===== src/sv/bfiq_pkg.sv =====
// ----------------------------------------------------------------------------
// bfiq_pkg
// types, codes and hash constants shared by the bloom filter block
// ----------------------------------------------------------------------------
package bfiq_pkg;

    typedef struct packed {
        logic       command;
        logic [7:0] key_byte;
        logic       last_byte;
    } t_in_word;

    typedef struct packed {
        logic        matched;
        logic        key_too_long;
        logic [31:0] element_count;
    } t_out_word;

    localparam logic CMD_INSERT = 1'b0;
    localparam logic CMD_QUERY  = 1'b1;

    typedef enum logic [1:0] {
        REG_FILTER_BYTES = 2'd0,
        REG_HASH_COUNT   = 2'd1,
        REG_TWEAK        = 2'd2
    } t_reg_idx;

    localparam logic [15:0] FILTER_BYTES_RST = 16'd36000;
    localparam logic [5:0]  HASH_COUNT_RST   = 6'd1;

    localparam logic [31:0] SEED_STEP = 32'hfba4c795;
    localparam logic [31:0] MM_C1     = 32'hcc9e2d51;
    localparam logic [31:0] MM_C2     = 32'h1b873593;
    localparam logic [31:0] MM_ADD    = 32'he6546b64;
    localparam logic [31:0] MM_F1     = 32'h85ebca6b;
    localparam logic [31:0] MM_F2     = 32'hc2b2ae35;

    // datapath operations issued by the controller
    typedef enum logic [4:0] {
        OP_IDLE,
        OP_CLEAR,
        OP_STORE,
        OP_HINIT,
        OP_KRD,
        OP_KACC,
        OP_MUL1,
        OP_MUL2,
        OP_MIX,
        OP_FIN0,
        OP_FIN1,
        OP_FIN2,
        OP_FIN3,
        OP_FIN4,
        OP_DIV,
        OP_BRD,
        OP_BCHK,
        OP_DONE
    } t_op;

    typedef struct packed {
        t_op op;
    } t_dp_cmd;

    typedef struct packed {
        logic clr_last;
        logic ovf;
        logic nhash_zero;
        logic blk_end;
        logic key_end;
        logic key_done;
        logic div_last;
        logic bit_set;
        logic hash_last;
        logic query;
    } t_dp_stat;

    function automatic logic [31:0] rotl32(input logic [31:0] x, input int unsigned r);
        rotl32 = (x << r) | (x >> (32 - r));
    endfunction

endpackage


===== src/sv/bfiq_ctrl.sv =====
// ----------------------------------------------------------------------------
// bfiq_ctrl
// sequencer for clearing, key capture, murmur3 passes, reduction and lookup
// ----------------------------------------------------------------------------
module bfiq_ctrl (
    input  logic              i_clk,
    input  logic              i_rst_n,
    input  logic              i_start,
    input  logic              i_last,
    input  bfiq_pkg::t_dp_stat i_stat,
    output bfiq_pkg::t_dp_cmd  o_cmd,
    output logic              o_busy
);
    import bfiq_pkg::*;

    typedef enum logic [4:0] {
        S_CLR, S_IDLE, S_CHECK, S_HINIT, S_KRD, S_KACC, S_MUL1, S_MUL2, S_MIX,
        S_FIN0, S_FIN1, S_FIN2, S_FIN3, S_FIN4, S_DIV, S_BRD, S_BCHK, S_DONE
    } t_state;

    t_state r_state, n_state;
    t_op    op;

    always_comb begin
        n_state = r_state;
        op      = OP_IDLE;
        unique case (r_state)
            S_CLR: begin
                op = OP_CLEAR;
                if (i_stat.clr_last) n_state = S_IDLE;
            end
            S_IDLE: begin
                if (i_start) begin
                    op = OP_STORE;
                    if (i_last) n_state = S_CHECK;
                end
            end
            S_CHECK: begin
                if (i_stat.ovf || i_stat.nhash_zero) n_state = S_DONE;
                else n_state = S_HINIT;
            end
            S_HINIT: begin
                op      = OP_HINIT;
                n_state = S_KRD;
            end
            S_KRD: begin
                op      = OP_KRD;
                n_state = S_KACC;
            end
            S_KACC: begin
                op = OP_KACC;
                if (i_stat.blk_end || i_stat.key_end) n_state = S_MUL1;
                else n_state = S_KRD;
            end
            S_MUL1: begin
                op      = OP_MUL1;
                n_state = S_MUL2;
            end
            S_MUL2: begin
                op      = OP_MUL2;
                n_state = S_MIX;
            end
            S_MIX: begin
                op = OP_MIX;
                if (i_stat.key_done) n_state = S_FIN0;
                else n_state = S_KRD;
            end
            S_FIN0: begin
                op      = OP_FIN0;
                n_state = S_FIN1;
            end
            S_FIN1: begin
                op      = OP_FIN1;
                n_state = S_FIN2;
            end
            S_FIN2: begin
                op      = OP_FIN2;
                n_state = S_FIN3;
            end
            S_FIN3: begin
                op      = OP_FIN3;
                n_state = S_FIN4;
            end
            S_FIN4: begin
                op      = OP_FIN4;
                n_state = S_DIV;
            end
            S_DIV: begin
                op = OP_DIV;
                if (i_stat.div_last) n_state = S_BRD;
            end
            S_BRD: begin
                op      = OP_BRD;
                n_state = S_BCHK;
            end
            S_BCHK: begin
                op = OP_BCHK;
                if ((i_stat.query && !i_stat.bit_set) || i_stat.hash_last) n_state = S_DONE;
                else n_state = S_HINIT;
            end
            S_DONE: begin
                op      = OP_DONE;
                n_state = S_IDLE;
            end
            default: n_state = S_IDLE;
        endcase
    end

    always_ff @(posedge i_clk) begin
        if (!i_rst_n) begin
            r_state <= S_CLR;
        end else begin
            r_state <= n_state;
        end
    end

    assign o_cmd.op = op;
    assign o_busy   = (r_state != S_IDLE);

endmodule


===== config.mk =====
export PLATFORM = sky130hd
export DESIGN_NAME = bfiq_ctrl
export DESIGN_NICKNAME = d
export VERILOG_FILES = /design/src/sv/bfiq_pkg.sv /design/src/sv/bfiq_ctrl.sv
export SDC_FILE = /design/constraint.sdc
export NUM_CORES = 1
export LEC_CHECK = 0
export BUFFER_PORTS_ARGS = -buffer_cell sky130_fd_sc_hd__buf_4
export CORE_AREA = 2 2 39 41
export DETAILED_ROUTE_END_ITERATION = 12
export DIE_AREA = 0 0 41 43
export PLACE_DENSITY = 0.62
export SLEW_MARGIN = 20
export SYNTH_ARGS = -nofsm -noshare
export SYNTH_HDL_FRONTEND = slang
export SYNTH_SLANG_ARGS = --single-unit
export TNS_END_PERCENT = 50

===== constraint.sdc =====
create_clock -name i_clk -period 1.82 [get_ports i_clk]
set_input_delay 0.182 -clock i_clk [delete_from_list [all_inputs] [get_ports i_clk]]
set_output_delay 0.182 -clock i_clk [all_outputs]
set_load 0.01 [all_outputs]

==> impl_metrics.toml, run 1 <==
[layout]
final_common_cell = "buf_4"
fillCellCount = 146
diodes = 0
nets = 99
multi_input_area_um2 = 323
top_register = "r_state"
drive_gt1_share_pct = 33.3
area_growth_pct = 35.8
seqCellArea_um2 = 100
largest_reg_flops = 5
reg_top3 = "r_state (5)"
final_area_um2 = 636

[cts]
cts_buffer_depth = 2
tritoncts = "built"
cts.sinks = 5
ctsHtreeMaxLevel = 1
ctsHoldBuffers = 0
postCtsSetupRepairBufs = 0
cts_resized = 0
tritoncts.num_buffers = 3
clk_latency_ns = 0.24
clock-root-buffer = "clkbuf_4"
cts.clk_slew.worst_paths_ns = 0.04

[placement]
port_buffers = 19
place.gp.congestion = 0.775
hpwl_um = 869
dp_slack_ns = 0.292
placed_area_um2 = 608

[drt]
dr_total_vias = 522
wl_per_cell_um = 11.2
ant_nets = 0
drt_first_iter_violations = 11
routed_wl_um = 1120
firstDrtPassIters = 4
drcViolationCount = 0
via_per_inst = 5.22

[sta]
tightest_slew_ns = 0.493
fin_crit_ns = 1.67
fin_skew_ns = 0.000316
setup_viol = 0
period_share_pct = 92.0
slew_headroom_pct = 67.1
finalSetupTns_ns = 0
drv_slew = 0
fin_ws_ns = 0.145
fmax_ghz = 0.597
rsz0062_at_grt = "false"
holdWs_ns = 0.195
hold_viol = 0

[power_and_ir_drop]
power.internal_uw = 232
power_frac_comb_pct = 22.0
p_seq_share_pct = 37.8
peakVddDrop_mv = 0.356
total_power_uw = 317
p_sw_share_pct = 26.8
p_leak_uw = 0.000258
p_clk_share_pct = 40.2
p_per_area_mw_per_mm2 = 498
power.switching_uw = 84.9

[critical_path]
r2r_start = "r_state[2]"
critPathArrivalTime_ns = 1.49
slowest_stage = "dfxtp_1"
crit_path_end_kind = "output pin"
path_class = "reg2out"
max_stage_delay_ns = 0.46
r2r_cells = 4
crit_fanout = 15
critPathTopFamily = "flip-flops"
path_cells = "nor3_2, xnor2_1, o21ai_1, buf_4"
r2r_slack_ns = 0.27
startpoint_type = "flop"
rr_endpoint = "r_state[1]"
critPathRequiredTime_ns = 1.64
path_buf_inv = 1

[grt]
grt_pass1_wl_um = 1800
track_usage_pct = 14.5
antenna_found_initial = 0
grt_overflow_total = 0
grt_pass1_vias = 485
grt_max_degree = 16

[logic_synthesis]
synthCells = 65
synth_area_um2 = 468
ys_seq_elements = 5
synth_cell_types = 31
synth_top_family_by_area = "simple AND/OR/NAND/NOR gates"
ys_seq_area_share_pct = 21.4
synth_compound_area_share_pct = 29.1
syn_avg_cell_area_um2 = 7.20
synth_xor_area_share_pct = 3.74
synth_simple_gate_area_share_pct = 36.1
yosysWarnings = 0
synth.area.mux_share_pct = 0
synth_fa_ha_area_share_pct = 0
syn_nets = 79

[floorplanning]
rows = 14
die-area_mm2 = 0.00176
core_mm2 = 0.00138
die_h_um = 43
die_w_um = 41
initial_core_util_pct = 33.8
io_pins = 20

[min_path]
min_to = "r_state[4]"
min-delay-start = "i_rst_n"
hold_path_class = "in2reg"
hold-path-cell-count = 2

[run_status]
outcome = "finished, final reports clean"

[flow_run]
maxCapViolations = 0
==> power groups by stage <==
stage	Clock (µW)	Combinational, µW	Sequential, µW
after floorplan	0	39.5	115
after global placement	0	70.0	122
after detailed placement	0	69.8	122
after CTS	134	70.0	120
after global routing	143	77.0	120
final	127	69.5	120
==> logic make-up after synthesis <==
group                  after synthesis
XOR/XNOR                             2
AND/OR/NAND/NOR                     30
flip-flops                           5
buffers and inverters                9
AO/OA/AOI/OAI                       19
==> stage by stage <==
| step | util [%] | cells |
|---|---|---|
| final | 45.9 | 100 |
| after global routing | 45.9 | 100 |
| after CTS | 45.9 | 100 |
| after detailed placement | 43.9 | 96 |
| after global placement | 43.9 | 96 |
| after floorplan | - | 65 |
==> Yosys cell counts <==
cell,instances,share of area [%]
a221oi_2,1,3.2
a21oi_1,5,5.3
nor2_1,5,4.0
or4b_1,1,2.1
xnor2_1,1,1.9
nand2_1,5,4.0
nor3_2,2,4.3
o2111ai_2,1,3.2
nor2b_1,4,5.3
nor3_1,4,4.3
o32a_1,1,2.1
buf_2,3,3.2
a221o_1,1,2.1
or2b_1,1,1.6
o21ai_0,1,1.1
a31oi_1,1,1.3
or2_0,1,1.3
inv_1,4,3.2
and2_1,1,1.3
o21ai_1,5,5.3
a211oi_1,1,1.6
xor2_1,1,1.9
nand3_1,2,2.1
dfxtp_1,5,21
o21ba_1,1,2.1
o31ai_1,1,1.6
clkbuf_4,1,1.6
and3_1,2,2.7
nor4_1,1,1.3
nand3b_1,1,1.6
buf_4,1,1.6
==> final cells by class <==
class / instances / area share [%]
multi-input cells: 51 / 50.8
well taps: 16 / 3.15
flip-flops and latches: 5 / 15.7
inverters: 4 / 2.36
clock buffers: 3 / 3.54
repair buffers: 20 / 23.6
clock inverters: 1 / 0.787
==> how the worst max path moves through the flow <==
stage                    start          to  slack [ns]  cells past startpoint
finish              r_state[2]    o_cmd[0]        0.15                      4
global route        r_state[2]    o_cmd[0]        0.04                      4
CTS                 r_state[2]    o_cmd[0]        0.14                      4
detailed placement  r_state[2]  r_state[1]        0.29                      4
global placement    r_state[2]  r_state[1]        0.32                      4
floorplan           r_state[2]  r_state[1]        0.51                      4
==> per-layer routing <==
metal  vias up  track usage (%)  share of wire (%)
li1        274                -                  -
met1       228             17.5                 42
met2        20             23.4                 50
met3         0             6.28                8.2
met4         0             2.00                  0
met5         -                0                  0
No activity file was read; power rests on OpenSTA's default activity.
==> run 2, diff against run 1 <==
--- a/config.mk
+++ b/config.mk
@@ -9,7 +9,9 @@
 export CORE_AREA = 2 2 39 41
 export DETAILED_ROUTE_END_ITERATION = 12
 export DIE_AREA = 0 0 41 43
+export GPL_TIMING_DRIVEN = 1
 export PLACE_DENSITY = 0.62
+export SETUP_SLACK_MARGIN = 0.15
 export SLEW_MARGIN = 20
 export SYNTH_ARGS = -nofsm -noshare
 export SYNTH_HDL_FRONTEND = slang
==> run 2 against run 1 <==
  * Combinational power barely moved
  * Design area rose by 1.2%
  * Die area did not move
  * Maximum frequency rose by 6.0%
  * Routed wire length rose by 1.4%
  * Clock power barely moved
  * Worst setup slack improved by 0.095 ns
  * Sequential share of layout area barely moved
  * First-iteration DRC count fell by 45%
  * Largest cell class unchanged
  * Largest power group unchanged
==> impl_metrics.toml, run 2 (synthesized netlist as in run 1, its figures left out) <==
[run_status]
outcome = "finished, final reports clean"

[min_path]
min-delay-start = "i_rst_n"
min_to = "r_state[4]"
hold-path-cell-count = 2
hold_path_class = "in2reg"

[grt]
antenna_found_initial = 0
grt_pass1_vias = 484
grt_max_degree = 16
grt_pass1_wl_um = 1820
track_usage_pct = 14.7
grt_overflow_total = 0

[cts]
ctsHtreeMaxLevel = 1
tritoncts = "built"
tritoncts.num_buffers = 3
cts.clk_slew.worst_paths_ns = 0.05
cts_buffer_depth = 2
clk_latency_ns = 0.24
clock-root-buffer = "clkbuf_4"
cts.sinks = 5

[power_and_ir_drop]
p_leak_uw = 0.000263
peakVddDrop_mv = 0.355
total_power_uw = 318
power.internal_uw = 232
power_frac_comb_pct = 21.9
p_sw_share_pct = 27.0
p_per_area_mw_per_mm2 = 494
power.switching_uw = 85.7
p_seq_share_pct = 37.8
p_clk_share_pct = 40.3

[critical_path]
r2r_slack_ns = 0.35
startpoint_type = "flop"
crit_fanout = 12
crit_path_end_kind = "output pin"
r2r_start = "r_state[3]"
rr_endpoint = "r_state[1]"
r2r_cells = 4
critPathArrivalTime_ns = 1.40
critPathRequiredTime_ns = 1.64
path_class = "reg2out"

[sta]
drv_slew = 0
setup_viol = 0
fin_crit_ns = 1.58
slew_headroom_pct = 67.5
tightest_slew_ns = 0.487
hold_viol = 0
rsz0062_at_grt = "false"
fmax_ghz = 0.633
finalSetupTns_ns = 0
fin_skew_ns = 0.00109
period_share_pct = 86.8

[layout]
layoutNonFillerInstCount = 100
drive_gt1_share_pct = 34.5
mostFrequentLayoutCells = "buf_4, nor2_1, a21oi_1, o21ai_1, nand2_1"
top_register = "r_state"
nets = 99
diodes = 0
reg_top3 = "r_state (5)"
largest_reg_flops = 5
area_growth_pct = 37.4
final_common_cell = "buf_4"

[drt]
dr_total_vias = 523
drt_first_iter_violations = 6
drcViolationCount = 0
via_per_inst = 5.23
ant_nets = 0
routed_wl_um = 1130
wl_per_cell_um = 11.3
firstDrtPassIters = 4

[floorplanning]
initial_core_util_pct = 33.8
die-area_mm2 = 0.00176
die_w_um = 41
core_mm2 = 0.00138
io_pins = 20
die_h_um = 43
rows = 14

[placement]
port_buffers = 19
place.gp.congestion = 0.775
hpwl_um = 869
dp_cells = 96

[flow_run]
maxCapViolations = 0
==> run 2: cell count changes in the layout (fill, tap and decap cells not counted) <==
cell / delta
dfxtp_1: -1
dfxtp_2: +1
nor3_2: -1
nor3_4: +1
==> run 2: layer usage <==
layer	global-route usage, %	wire, µm	up-vias
met3	6.28	89	0
met5	0	0	-
li1	-	-	273
met2	23.1	574	18
met1	18.5	468	232
met4	2.00	0	0
==> run 2: cell type report <==
class,count,area [µm²]
clock buffer,3,22.5
tap,16,20.0
clock inverter,1,5.00
inverter,4,15.0
multi-input combinational,51,329
fill,147,741
timing repair buffer,20,150
sequential,5,101
==> run 2: power by group through the flow <==
stage / clock [µW] / sequential, µW / combinational, µW
global route: 143 / 121 / 77.4
CTS: 134 / 120 / 70.2
detailed placement: 0 / 122 / 69.8
floorplan: 0 / 115 / 39.5
finish: 128 / 120 / 69.7
global placement: 0 / 122 / 70.0
==> run 2: timing repair <==
action                     CTS  global route
hold buffers                 0             0
buffers inserted             0             0
pin swaps                    0             1
cloned                       0             0
resized for setup            1             1
setup endpoints to repair    1             1
==> run 2: stage by stage <==
step	utilization [%]	cell area (µm²)	hold slack [ns]	setup WS [ns]
after floorplan	-	468	0.310	0.509
after global placement	43.9	608	0.434	0.325
after detailed placement	43.9	608	0.442	0.292
after CTS	46.4	642	0.186	0.205
after global routing	46.5	643	0.200	0.168
final	46.5	643	0.193	0.241
==> run 2: worst max path at each step <==
stage | from | end | slack (ns) | depth (start not counted)
floorplan | r_state[2] | r_state[1] | 0.51 | 4
global route | r_state[1] | o_cmd[0] | 0.17 | 4
finish | r_state[1] | o_cmd[0] | 0.24 | 4
detailed placement | r_state[2] | r_state[1] | 0.29 | 4
CTS | r_state[2] | o_cmd[0] | 0.21 | 4
global placement | r_state[2] | r_state[1] | 0.32 | 4
==> run 2: critical path, stage by stage (launching register included) <==
cell	delay, ns
dfxtp_1	0.45
nor3_4	0.34
xnor2_1	0.16
o21ai_1	0.07
buf_4	0.14
